===== src/median_hue_color_rejector_macros.svh =====
// ----------------------------------------------------------------------------
// Median hue color rejector: assertion macros
// Shared property wrappers for the concurrent checks of the block.
// ----------------------------------------------------------------------------
`ifndef MEDIAN_HUE_COLOR_REJECTOR_MACROS_SVH
`define MEDIAN_HUE_COLOR_REJECTOR_MACROS_SVH

// Same-cycle implication, disabled while reset is asserted
`define MHCR_ASSERT_IMPL(label, clk, rst_n, ante, cons) \
  label: assert property (@(posedge clk) disable iff (!(rst_n)) (ante) |-> (cons)) \
    else $error("mhcr: same-cycle check failed");

// Next-cycle implication, disabled while reset is asserted
`define MHCR_ASSERT_NEXT(label, clk, rst_n, ante, cons) \
  label: assert property (@(posedge clk) disable iff (!(rst_n)) (ante) |=> (cons)) \
    else $error("mhcr: next-cycle check failed");

`endif


===== src/mhcr_pkg.sv =====
// ----------------------------------------------------------------------------
// Median hue color rejector: package
// Shared widths, reset values and register indexes.
// ----------------------------------------------------------------------------
package mhcr_pkg;

  localparam int HUE_W          = 9;
  localparam int DATA_W         = 16;
  localparam int CFG_ADDR_W     = 3;
  localparam int WINDOW_LEN_DEF = 5;

  typedef logic [HUE_W-1:0] hue_t;

  // register indexes
  localparam logic [CFG_ADDR_W-1:0] CFG_ALLIANCE  = 3'd0;
  localparam logic [CFG_ADDR_W-1:0] CFG_RED_LOW   = 3'd1;
  localparam logic [CFG_ADDR_W-1:0] CFG_RED_HIGH  = 3'd2;
  localparam logic [CFG_ADDR_W-1:0] CFG_BLUE_LOW  = 3'd3;
  localparam logic [CFG_ADDR_W-1:0] CFG_BLUE_HIGH = 3'd4;

  // reset values
  localparam logic ALLIANCE_RST  = 1'b1;
  localparam hue_t RED_LOW_RST   = 9'd20;
  localparam hue_t RED_HIGH_RST  = 9'd340;
  localparam hue_t BLUE_LOW_RST  = 9'd200;
  localparam hue_t BLUE_HIGH_RST = 9'd250;

endpackage


===== src/mhcr_median.sv =====
// ----------------------------------------------------------------------------
// Median hue color rejector: window median
// Rank-select median over the filled part of the hue window.
// ----------------------------------------------------------------------------
module mhcr_median
  import mhcr_pkg::*;
#(
  parameter int WINDOW_LEN = WINDOW_LEN_DEF,
  parameter int FILL_W     = $clog2(WINDOW_LEN + 1)
) (
  input  hue_t              win_i [WINDOW_LEN],
  input  logic [FILL_W-1:0] fill_i,
  output hue_t              med_o
);

  logic [FILL_W-1:0] mid_rank;
  logic [FILL_W-1:0] rank [WINDOW_LEN];
  logic              slot_valid [WINDOW_LEN];

  assign mid_rank = fill_i >> 1;

  // Rank each valid slot; ties break on slot position so ranks are unique.
  always_comb begin
    for (int i = 0; i < WINDOW_LEN; i++) begin
      slot_valid[i] = (FILL_W'(i) < fill_i);
      rank[i] = '0;
      for (int j = 0; j < WINDOW_LEN; j++) begin
        if (j != i && FILL_W'(j) < fill_i &&
            ((win_i[j] < win_i[i]) || (win_i[j] == win_i[i] && j < i))) begin
          rank[i] = rank[i] + 1'b1;
        end
      end
    end
  end

  // Exactly one valid slot holds the middle rank; none when empty.
  always_comb begin
    med_o = '0;
    for (int i = 0; i < WINDOW_LEN; i++) begin
      if (slot_valid[i] && rank[i] == mid_rank) begin
        med_o = med_o | win_i[i];
      end
    end
  end

endmodule


===== src/median_hue_color_rejector.sv =====
// ----------------------------------------------------------------------------
// Median hue color rejector: top level
// Sliding-window median of sensor hue with red/blue classing and eject.
// ----------------------------------------------------------------------------
// Takes one request per cycle while the output is not stalled and returns
// one result per request. A request with the near flag set writes its
// hue into the window (oldest slot replaced once full); the window register
// update at acceptance is the only loop, so back-to-back requests stream
// with no bubbles. The median of the updated window (upper median while
// filling, 0 when empty) is found by a rank-select compare network and is
// registered with its red/blue class and the eject flag. Class and eject
// are 0 when the request has no object near. A stalled result holds in the
// output register while one more request is accepted; the input then
// stalls. Write configuration only while no request is in flight.
// ----------------------------------------------------------------------------
`include "median_hue_color_rejector_macros.svh"

module median_hue_color_rejector
  import mhcr_pkg::*;
#(
  parameter int WINDOW_LEN = WINDOW_LEN_DEF
) (
  input  logic                  clk,
  input  logic                  rst_n,
  // request channel
  input  logic                  in_tvalid,
  output logic                  in_tready,
  input  logic [DATA_W-1:0]     in_tdata,   // [8:0] hue_sample, rest zero
  input  logic                  in_tuser,   // [0] object_near
  // result channel
  output logic                  out_tvalid,
  input  logic                  out_tready,
  output logic [DATA_W-1:0]     out_tdata,  // [8:0] median_hue, rest zero
  output logic [2:0]            out_tuser,  // [0] seen_red, [1] seen_blue, [2] eject
  // configuration writes
  input  logic                  cfg_we,
  input  logic [CFG_ADDR_W-1:0] cfg_addr,
  input  logic [HUE_W-1:0]      cfg_wdata
);

  localparam int SLOT_W = (WINDOW_LEN > 1) ? $clog2(WINDOW_LEN) : 1;
  localparam int FILL_W = $clog2(WINDOW_LEN + 1);
  localparam logic [SLOT_W-1:0] LAST_SLOT = SLOT_W'(WINDOW_LEN - 1);
  localparam logic [FILL_W-1:0] FULL_FILL = FILL_W'(WINDOW_LEN);

  // configuration registers
  logic alliance_r;
  hue_t red_low_r, red_high_r, blue_low_r, blue_high_r;

  // window state
  hue_t              hue_win_r [WINDOW_LEN];
  logic [FILL_W-1:0] fill_r, fill_nxt;
  logic [SLOT_W-1:0] slot_r, slot_nxt;

  // stage one: request registered, window already updated
  logic s1_valid_r;
  logic near_r;

  // result register
  logic out_valid_r;
  hue_t out_med_r;
  logic out_red_r, out_blue_r, out_eject_r;

  logic in_accept, push, out_free, s1_adv;
  hue_t in_hue, med;
  logic is_red, is_blue, do_eject;

  assign in_hue    = in_tdata[HUE_W-1:0];
  assign out_free  = !out_valid_r || out_tready;
  assign s1_adv    = s1_valid_r && out_free;
  assign in_tready = !s1_valid_r || out_free;
  assign in_accept = in_tvalid && in_tready;
  assign push      = in_accept && in_tuser;

  // ---- configuration ----
  always_ff @(posedge clk) begin
    if (!rst_n) begin
      alliance_r  <= ALLIANCE_RST;
      red_low_r   <= RED_LOW_RST;
      red_high_r  <= RED_HIGH_RST;
      blue_low_r  <= BLUE_LOW_RST;
      blue_high_r <= BLUE_HIGH_RST;
    end else if (cfg_we) begin
      case (cfg_addr)
        CFG_ALLIANCE:  alliance_r  <= cfg_wdata[0];
        CFG_RED_LOW:   red_low_r   <= cfg_wdata;
        CFG_RED_HIGH:  red_high_r  <= cfg_wdata;
        CFG_BLUE_LOW:  blue_low_r  <= cfg_wdata;
        CFG_BLUE_HIGH: blue_high_r <= cfg_wdata;
        default: ;  // drop writes beyond the register list
      endcase
    end
  end

  // ---- window update at acceptance ----
  // Slots fill in order, so while filling the valid entries are 0..fill-1.
  assign slot_nxt = (slot_r == LAST_SLOT) ? '0 : slot_r + 1'b1;
  assign fill_nxt = (fill_r == FULL_FILL) ? fill_r : fill_r + 1'b1;

  always_ff @(posedge clk) begin
    if (!rst_n) begin
      for (int i = 0; i < WINDOW_LEN; i++) begin
        hue_win_r[i] <= '0;
      end
      fill_r <= '0;
      slot_r <= '0;
    end else if (push) begin
      hue_win_r[slot_r] <= in_hue;
      fill_r            <= fill_nxt;
      slot_r            <= slot_nxt;
    end
  end

  // ---- stage one ----
  always_ff @(posedge clk) begin
    if (!rst_n) begin
      s1_valid_r <= 1'b0;
    end else if (in_accept) begin
      s1_valid_r <= 1'b1;
    end else if (s1_adv) begin
      s1_valid_r <= 1'b0;
    end
  end

  always_ff @(posedge clk) begin
    if (in_accept) begin
      near_r <= in_tuser;
    end
  end

  // ---- median and classing ----
  mhcr_median #(
    .WINDOW_LEN (WINDOW_LEN),
    .FILL_W     (FILL_W)
  ) u_median (
    .win_i  (hue_win_r),
    .fill_i (fill_r),
    .med_o  (med)
  );

  assign is_red   = near_r && ((med < red_low_r) || (med > red_high_r));
  assign is_blue  = near_r && ((med > blue_low_r) && (med < blue_high_r));
  // own alliance red: eject blue; own alliance blue: eject red
  assign do_eject = alliance_r ? is_red : is_blue;

  // ---- result register ----
  always_ff @(posedge clk) begin
    if (!rst_n) begin
      out_valid_r <= 1'b0;
    end else if (out_free) begin
      out_valid_r <= s1_valid_r;
    end
  end

  always_ff @(posedge clk) begin
    if (s1_adv) begin
      out_med_r   <= med;
      out_red_r   <= is_red;
      out_blue_r  <= is_blue;
      out_eject_r <= do_eject;
    end
  end

  assign out_tvalid = out_valid_r;
  assign out_tdata  = {{(DATA_W - HUE_W){1'b0}}, out_med_r};
  assign out_tuser  = {out_eject_r, out_blue_r, out_red_r};

  // ---- checks ----
  `MHCR_ASSERT_IMPL(a_fill_bound, clk, rst_n, 1'b1, fill_r <= FULL_FILL)
  `MHCR_ASSERT_IMPL(a_slot_bound, clk, rst_n, 1'b1, slot_r <= LAST_SLOT)
  `MHCR_ASSERT_IMPL(a_eject_has_class, clk, rst_n, out_valid_r && out_eject_r,
                    out_red_r || out_blue_r)
  `MHCR_ASSERT_IMPL(a_hold_input, clk, rst_n, s1_valid_r && !out_free, !in_tready)
  `MHCR_ASSERT_NEXT(a_fill_grows, clk, rst_n, push && fill_r != FULL_FILL,
                    fill_r == $past(fill_r) + 1'b1)

endmodule

===== config.mk =====
export PLATFORM = sky130hd
export DESIGN_NAME = median_hue_color_rejector
export DESIGN_NICKNAME = d
export VERILOG_FILES = /design/src/mhcr_pkg.sv /design/src/mhcr_median.sv /design/src/median_hue_color_rejector.sv
export VERILOG_INCLUDE_DIRS = /design/src /design/src/src
export SDC_FILE = /design/constraint.sdc
export NUM_CORES = 1
export LEC_CHECK = 0
export ABC_AREA = 1
export BUFFER_PORTS_ARGS = -buffer_cell sky130_fd_sc_hd__buf_2
export CELL_PAD_IN_SITES_DETAIL_PLACEMENT = 0
export CELL_PAD_IN_SITES_GLOBAL_PLACEMENT = 1
export CORE_MARGIN = 5
export CORE_UTILIZATION = 42
export CTS_BUF_LIST = sky130_fd_sc_hd__clkbuf_2
export DETAILED_ROUTE_END_ITERATION = 8
export GPL_ROUTABILITY_DRIVEN = 1
export PLACE_DENSITY = 0.78
export RECOVER_POWER = 100
export SYNTH_ARGS = -nofsm -noshare
export SYNTH_HDL_FRONTEND = slang
export SYNTH_SLANG_ARGS = --single-unit

===== constraint.sdc =====
create_clock -name clk -period 4.98 [get_ports clk]
set_input_delay 0.996 -clock clk [delete_from_list [all_inputs] [get_ports clk]]
set_output_delay 0.996 -clock clk [all_outputs]
set_load 0.01 [all_outputs]

==> results.toml, run 1 <==
[synthesis]
ys_ff_latch = 103
synthMuxAreaShare_pct = 0
synth_xor_area_share_pct = 0.324
synth_edf_count = 13
synth.top_cells.by_area = "dfxtp_1, ha_1, nand2_1"
synth_top_cell_area_share_pct = 22.2
synthesis.instances = 1098
synth_top_family_by_area = "simple AND/OR/NAND/NOR gates"
async_flop_share_pct = 0
synth_area_um2 = 8120
synth_top_cell_by_area = "dfxtp_1"
ys_warn_count = 0
synthDistinctLibCells = 52
synth_flop_cell = "dfxtp_1"
synthAdderAreaFrac_pct = 22.0
yosysSeqAreaShare_pct = 27.0
synth_compound_area_share_pct = 17.8
avgSynthCellArea_um2 = 7.39
synth-simple-area-share_pct = 23.0

[finish]
n_fill_cell = 1884
area_delta_synth_final_pct = 25.2
multi_input_area_um2 = 5580
post-route-util_pct = 53.8
drive_gt1_share_pct = 24.1
final_cell_mix = "nand2_1, inv_1, buf_4"
final_nets = 1452
mostFrequentLayoutCell = "nand2_1"
regArea_um2 = 2200

[timing]
finalCritPeriodShare_pct = 104
slew_headroom_pct = -20.8
rsz0062_at_grt = "yes"
layout_setup_ws_ns = -0.180
skew_ns = 0.0325
hold_violations = 0
maxSlewViolCount = 86
min_period_ns = 5.16
worst_pin_slew_ns = 1.81
fmax_mhz = 194
fin_hold_ws_ns = 0.483
finalSetupViolations = 3

[min_path]
hold_start = "red_low_r[3]$_SDFFE_PN0P_"
hold_depth = 2
hp-class = "reg2reg"

[critical_path]
worstSetupStartpoint = "hue_win_r[20]$_SDFFE_PN0P_"
max_stage_delay_ns = 0.43
cp_common_cell = "nand2_1"
crit_path_max_fanout = 5
timing.rr.start = "hue_win_r[20]$_SDFFE_PN0P_"
reg2reg_depth = 42
worstPathRequired_ns = 5.47
crit_slowest_cell = "dfxtp_2"
cp-end-kind = "flip-flop"
critPathKind = "reg2reg"
start_kind = "flip-flop"
cp.arrival_ns = 5.65

[floorplan]
core_um2 = 18900
start_util_pct = 43.0
rows = 50
die_h_um = 149
dieWidth_um = 149
die-area_um2 = 22200
ios = 55

[grt]
grt_pass1_wl_um = 37600
grt_max_degree = 45
antenna_found_initial = 1
track_usage_pct = 21.5
overflow = 0
grt_pass1_vias = 7439

[clock_tree]
cts_buffers = 9
cts_sinks = 103
cts_tree = "yes"
cts-root-buf = "clkbuf_2"
clockBufferDepth = 2
h-tree-depth = 3
insertion_delay_ns = 0.66
path_clk_slew_ns = 0.33

[placement]
place_hpwl_um = 18800
pre_cts_ws_ns = -0.646
gp_congestion = 0.891
io_buffers = 40

[power]
vdd_ir_drop_max_v = 0.000158
p_leak_nw = 4.93
powerDensity_nw_per_um2 = 200

[drt]
wl_um = 23500
ant_nets = 0
route.detailed.drc = 0
wire_per_inst_um = 15.2
drtPass1Iterations = 5
vias_per_cell = 5.06
vias = 7804
drt-initial-drc-count = 313

[outcome]
violations = "capacitance limit, slew limit, setup timing"
outcome = "complete, but fails checks"

[flow_run]
maxCapViolCount = 2
-- timing repair --
item | 4_1_cts | 5_1_grt
pin swaps | 13 | 42
cloned | 0 | 0
setup endpoints to repair | 3 | 3
hold buffers | 0 | 0
setup buffers | 9 | 3
hold endpoints to repair | 0 | 0
resized for setup | 62 | 33
-- cell families after synthesis --
group           count (synthesis)
buf+inv                       200
fa+ha+maj                     143
flops                         103
compound gates                246
simple gates                  402
xor+xnor                        3
other cells                     1
-- area by class of cell --
cell class	count	share of cell area (%)
multi-input cells	801	54.9
flip-flops and latches	103	21.7
repair buffers	189	12.7
inverters	171	6.39
well taps	260	3.20
clock inverters	7	0.616
clock buffers	9	0.443
diodes	1	0.0246
-- synthesized netlist by cell type, drive strengths merged, types with 2 or more instances --
master	n
a211oi	6
a21o	6
a21oi	109
a221oi	9
and2	3
buf	12
clkbuf	17
clkinv	2
dfxtp	90
edfxtp	13
ha	143
inv	169
nand2	221
nand3	59
nand3b	6
nand4	18
nor2	83
nor3	8
nor4	2
o211ai	12
o21a	3
o21ai	85
o221ai	8
o41ai	2
or2	2
xor2	2
-- path summary, 6_finish.rpt --
kind                                to  slack (ns)
max              out_eject_r$_DFFE_PP_       -0.18
min          red_low_r[3]$_SDFFE_PN0P_        0.48
max reg2reg      out_eject_r$_DFFE_PP_       -0.18
min reg2reg  red_low_r[3]$_SDFFE_PN0P_        0.48
-- per-stage QoR --
stage / setup TNS, ns / cells / power (mW) / instance area (µm²)
3_3_place_gp: -1.50 / 1512 / 1.55 / 9540
5_1_grt: -1.57 / 1541 / 2.17 / 10200
6_report: -0.268 / 1541 / 2.03 / 10200
2_1_floorplan: 0 / 1104 / 1.29 / 8140
3_5_place_dp: -1.75 / 1512 / 1.56 / 9540
4_1_cts: -0.0950 / 1537 / 2.02 / 10000
-- state kept, by name (all words and copies together) (netlist names), 3 cells and up --
register,flops
blue_high_r,9
red_high_r,9
blue_low_r,9
slot_r,3
out_med_r,9
red_low_r,9
fill_r,3
hue_win_r,45
-- worst max-delay path: cells and delay by family, from the launching register on --
kind,cells,cell delay [ns]
AO/OA/AOI/OAI,11,1.42
adder cells (fa/ha/maj),4,0.89
AND/OR/NAND/NOR,19,1.65
buffers and inverters,8,0.60
flip-flops,1,0.43
-- power by group --
part	switching, mW	total, mW	internal (mW)
clock network	0.326	0.406	0.0802
logic	0.403	0.727	0.323
registers	0.0224	0.899	0.877
-- per-layer routing --
metal	part of all wire (%)	up-vias	GRT usage, %	wire length [µm]
met5	0	-	0	0
met4	2.5	0	7.19	586
met3	3.0	32	2.70	713
met2	48	130	36.6	11300
met1	47	3587	28.2	10900
li1	-	4055	-	-
Note: power is estimated with default switching activity, not from simulation.
==> run 2, diff against run 1 <==
--- a/config.mk
+++ b/config.mk
@@ -11,11 +11,11 @@
 export CELL_PAD_IN_SITES_DETAIL_PLACEMENT = 0
 export CELL_PAD_IN_SITES_GLOBAL_PLACEMENT = 1
 export CORE_MARGIN = 5
-export CORE_UTILIZATION = 42
+export CORE_UTILIZATION = 45
 export CTS_BUF_LIST = sky130_fd_sc_hd__clkbuf_2
 export DETAILED_ROUTE_END_ITERATION = 8
 export GPL_ROUTABILITY_DRIVEN = 1
-export PLACE_DENSITY = 0.78
+export PLACE_DENSITY = 0.79
 export RECOVER_POWER = 100
 export SYNTH_ARGS = -nofsm -noshare
 export SYNTH_HDL_FRONTEND = slang
==> constraint.sdc (replaced) <==
create_clock -name clk -period 6.7 [get_ports clk]
set_input_delay 1.34 -clock clk [delete_from_list [all_inputs] [get_ports clk]]
set_output_delay 1.34 -clock clk [all_outputs]
set_load 0.01 [all_outputs]
==> results.toml, run 2 (synthesized netlist as in run 1, its figures left out) <==
[outcome]
outcome = "complete, but fails checks"
violations = "capacitance limit, slew limit"

[timing]
maxSlewViolCount = 51
tns_ns = 0
finalSetupViolations = 0
fmax_mhz = 169
skew_ns = 0.0463
slew_headroom_pct = -47.6
finalCritPeriodShare_pct = 88.4
hold_violations = 0
min_period_ns = 5.92
layout_setup_ws_ns = 0.780
worst_pin_slew_ns = 2.21
rsz0062_at_grt = "no"

[finish]
stdcell_count = 1365
drive_gt1_share_pct = 7.67
largest-register = "hue_win_r"
final_nets = 1307
area_delta_synth_final_pct = 5.38
n_fill_cell = 1843
mostFrequentLayoutCell = "nand2_1"
largest_reg_flops = 45
final_cell_mix = "nand2_1, inv_1, ha_1"

[clock_tree]
holdBufCountCts = 0
cts_sinks = 103
cts_resized = 0
path_clk_slew_ns = 0.29
cts-root-buf = "clkbuf_2"
cts_tree = "yes"
clockBufferDepth = 2
cts_buffers = 9
insertion_delay_ns = 0.66
h-tree-depth = 3
post_cts_buffers = 0

[floorplan]
start_util_pct = 45.5
dieWidth_um = 144
die_h_um = 144
die-area_um2 = 20800
ios = 55
core_um2 = 17800
rows = 49

[critical_path]
cp.arrival_ns = 6.38
cp_common_cell = "nand2_1"
timing.rr.start = "hue_win_r[20]$_SDFFE_PN0P_"
max_stage_delay_ns = 0.43
worstSetupStartpoint = "hue_win_r[20]$_SDFFE_PN0P_"
crit_path_max_fanout = 8
rrSetupSlack_ns = 0.78
worstPathRequired_ns = 7.16
reg2reg_depth = 35
cp-end-kind = "flip-flop"
start_kind = "flip-flop"
r2r_end = "out_eject_r$_DFFE_PP_"
crit_slowest_cell = "ha_1"
critPathKind = "reg2reg"
crit_end = "out_eject_r$_DFFE_PP_"

[power]
vdd_ir_drop_max_v = 0.0000833
powerDensity_nw_per_um2 = 157
p_leak_nw = 4.17

[drt]
ant_nets = 0
drt-initial-drc-count = 364
vias = 7109
drtPass1Iterations = 5
vias_per_cell = 5.21
route.detailed.drc = 0
wire_per_inst_um = 16.1
wl_um = 22000

[min_path]
hp-class = "reg2reg"
hold_depth = 2
hold_start = "red_high_r[7]$_SDFFE_PN0P_"

[grt]
met2_usage_pct = 37.2
overflow = 0
grt_max_degree = 51
track_usage_pct = 21.6
use_met3_pct = 1.95
grt_pass1_wl_um = 34900
grtUsageMet1_pct = 28.3
antenna_found_initial = 1
grt_pass1_vias = 6699
busiest_layer = "met2"

[placement]
pre_cts_ws_ns = 0.808
gp_congestion = 0.869
place_hpwl_um = 17500
io_buffers = 40
dpl.cell_count = 1348

[flow_run]
maxCapViolCount = 1
## run 2: cell types whose count changed in the layout (fill, tap and decap cells not counted), moves of 8 or more
cell,delta
a221oi_1,+9
inv_1,+9
buf_4,-145
ha_1,+12
ha_4,-12
a221oi_2,-8
## run 2: worst min path at each step
stage / endpoint / slack, ns
detailed placement: red_high_r[7]$_SDFFE_PN0P_ / 0.45
floorplan: blue_high_r[2]$_SDFFE_PN0P_ / 0.44
finish: red_high_r[7]$_SDFFE_PN0P_ / 0.48
global route: red_high_r[7]$_SDFFE_PN0P_ / 0.50
global placement: red_low_r[1]$_SDFFE_PN0P_ / 0.45
CTS: red_low_r[1]$_SDFFE_PN0P_ / 0.48
## run 2: routing by layer
| metal | share of wire [%] | wire (µm) |
|---|---|---|
| met5 | 0 | 0 |
| met3 | 3.3 | 716 |
| met4 | 2.8 | 626 |
| met1 | 47 | 10200 |
| met2 | 47 | 10400 |
## run 2: power breakdown
part           internal (mW)  switching [mW]
logic                  0.131           0.251
registers              0.651          0.0187
clock network         0.0573           0.238
## run 2: layout make-up
class,instances,area [µm²],share of cell area (%)
multi-input cells,801,5140,60.0
flip-flops and latches,103,2190,25.6
inverters,171,644,7.53
well taps,229,287,3.35
repair buffers,44,198,2.31
clock buffers,11,55.1,0.643
clock inverters,5,40.0,0.468
diodes,1,2.50,0.0292
## run 2: worst max-delay path, delay by kind of cell, from the launching register on
kind                       cells  cell delay (ns)
DFF                            1             0.41
buffers and inverters          3             0.34
AOI/OAI and AO/OA             15             2.48
adders and majority gates      4             1.41
and+or+nand+nor               13             1.09
## run 2: through the flow
stage	instance area [µm²]	hold slack, ns	total power [mW]	utilization [%]
after floorplan	8140	0.435	0.960	-
after global placement	8500	0.453	1.06	47.6
after detailed placement	8500	0.454	1.07	47.6
after CTS	8600	0.483	1.36	48.2
after global routing	8560	0.503	1.44	48.0
final	8560	0.479	1.35	48.0
==> run 3, diff against run 2 <==
--- a/config.mk
+++ b/config.mk
@@ -12,7 +12,7 @@
 export CELL_PAD_IN_SITES_GLOBAL_PLACEMENT = 1
 export CORE_MARGIN = 5
 export CORE_UTILIZATION = 45
-export CTS_BUF_LIST = sky130_fd_sc_hd__clkbuf_2
+export CTS_BUF_LIST = sky130_fd_sc_hd__clkbuf_8 sky130_fd_sc_hd__clkbuf_16
 export DETAILED_ROUTE_END_ITERATION = 8
 export GPL_ROUTABILITY_DRIVEN = 1
 export PLACE_DENSITY = 0.79
==> results.toml, run 3 (synthesized netlist as in run 1, its figures left out) <==
[power]
vdd_ir_drop_max_v = 0.000123
p_leak_nw = 4.25
clock_power_share_pct = 32.9
power_frac_comb_pct = 24.5
p_sw_share_pct = 34.0
seqPwrFrac_pct = 42.6
internal-power_mw = 1.03
switchingPower_mw = 0.533
powerDensity_nw_per_um2 = 179

[finish]
drive_gt1_share_pct = 7.49
antenna_cells = 0
post-route-cell-area_um2 = 8730
area_delta_synth_final_pct = 7.54
post-route-util_pct = 48.9
largest_reg_flops = 45
final_cell_mix = "nand2_1, inv_1, ha_1"
multi_input_area_um2 = 5140
final_nets = 1307
largest-register = "hue_win_r"
mostFrequentLayoutCell = "nand2_1"
regArea_um2 = 2190
n_fill_cell = 1822

[grt]
grt_pass1_vias = 6731
antenna_found_initial = 0
grt_pass1_wl_um = 35000
use_met3_pct = 2.68
track_usage_pct = 21.7
met2_usage_pct = 37.3
grtUsageMet1_pct = 28.3
busiest_layer = "met2"
overflow = 0
grt_max_degree = 51

[timing]
layout_setup_ws_ns = 0.804
tns_ns = 0
finalCritPeriodShare_pct = 88.0
skew_ns = 0.00914
worst_pin_slew_ns = 2.26
rsz0062_at_grt = "no"
maxSlewViolCount = 51
hold_violations = 0
slew_headroom_pct = -50.7
fmax_mhz = 170
min_period_ns = 5.90
finalSetupViolations = 0
fin_hold_ws_ns = 0.462

[clock_tree]
cts-root-buf = "clkbuf_16"
cts_tree = "yes"
insertion_delay_ns = 0.36
cts_resized = 0
holdBufCountCts = 0
path_clk_slew_ns = 0.08
clockBufferDepth = 2
cts_sinks = 103
h-tree-depth = 3
cts_buffers = 9
post_cts_buffers = 0

[drt]
drtPass1Iterations = 4
drt-initial-drc-count = 411
vias_per_cell = 5.21
vias = 7112
wire_per_inst_um = 16.2
wl_um = 22100
route.detailed.drc = 0
ant_nets = 0

[flow_run]
maxCapViolCount = 1

[critical_path]
crit_family = "compound AO/OA/AOI/OAI gates"
start_kind = "flip-flop"
crit_path_max_fanout = 8
cp.arrival_ns = 6.01
critPathKind = "reg2reg"
cp-end-kind = "flip-flop"
path_buf_inv = 3
worstPathRequired_ns = 6.82
crit_slowest_cell = "ha_1"
max_stage_delay_ns = 0.43
cp_common_cell = "nand2_1"

[floorplan]
start_util_pct = 45.5
rows = 49
dieWidth_um = 144
die-area_um2 = 20800
die_h_um = 144
ios = 55
core_um2 = 17800

[placement]
pre_cts_ws_ns = 0.808
place_hpwl_um = 17500
io_buffers = 40
placed_cell_area_um2 = 8500
gp_congestion = 0.869

[min_path]
hp-class = "reg2reg"

[outcome]
outcome = "complete, but fails checks"
violations = "capacitance limit, slew limit"
[run 3: power groups by stage]
stage | clock, mW | sequential [mW] | combinational [mW]
floorplan | 0 | 0.675 | 0.284
detailed placement | 0 | 0.681 | 0.385
CTS | 0.523 | 0.666 | 0.388
finish | 0.516 | 0.667 | 0.383
global route | 0.555 | 0.669 | 0.437
global placement | 0 | 0.681 | 0.379
[run 3: layout make-up]
| cell class | instances | area share (%) |
|---|---|---|
| multi-input combinational | 801 | 58.8 |
| sequential | 103 | 25.1 |
| clock buffer | 9 | 2.58 |
| inverter | 171 | 7.38 |
| clock inverter | 7 | 0.545 |
| timing repair buffer | 44 | 2.26 |
| tap | 229 | 3.28 |
[run 3: layer usage]
layer | wire, µm | share of wire [%]
met1 | 10300 | 47
met2 | 10500 | 47
met3 | 739 | 3.3
met4 | 560 | 2.5
met5 | 0 | 0
[run 3: final timing paths]
kind | start | to | slack (ns) | depth (start not counted)
worst max-delay path | hue_win_r[20]$_SDFFE_PN0P_ | out_eject_r$_DFFE_PP_ | 0.80 | 35
worst min-delay path | red_high_r[7]$_SDFFE_PN0P_ | red_high_r[7]$_SDFFE_PN0P_ | 0.46 | 2
worst max register to register | hue_win_r[20]$_SDFFE_PN0P_ | out_eject_r$_DFFE_PP_ | 0.80 | 35
worst min register to register | red_high_r[7]$_SDFFE_PN0P_ | red_high_r[7]$_SDFFE_PN0P_ | 0.46 | 2
[run 3: through the flow]
| stage | power [mW] | cells |
|---|---|---|
| after global routing | 1.66 | 1364 |
| after global placement | 1.06 | 1348 |
| after detailed placement | 1.07 | 1348 |
| final | 1.57 | 1364 |
| after floorplan | 0.960 | 1104 |
| after CTS | 1.58 | 1364 |
[run 3: tightest hold or removal path: stages (launching register included)]
cell     delay [ns]
dfxtp_1        0.30
inv_1          0.06
a21oi_1        0.06
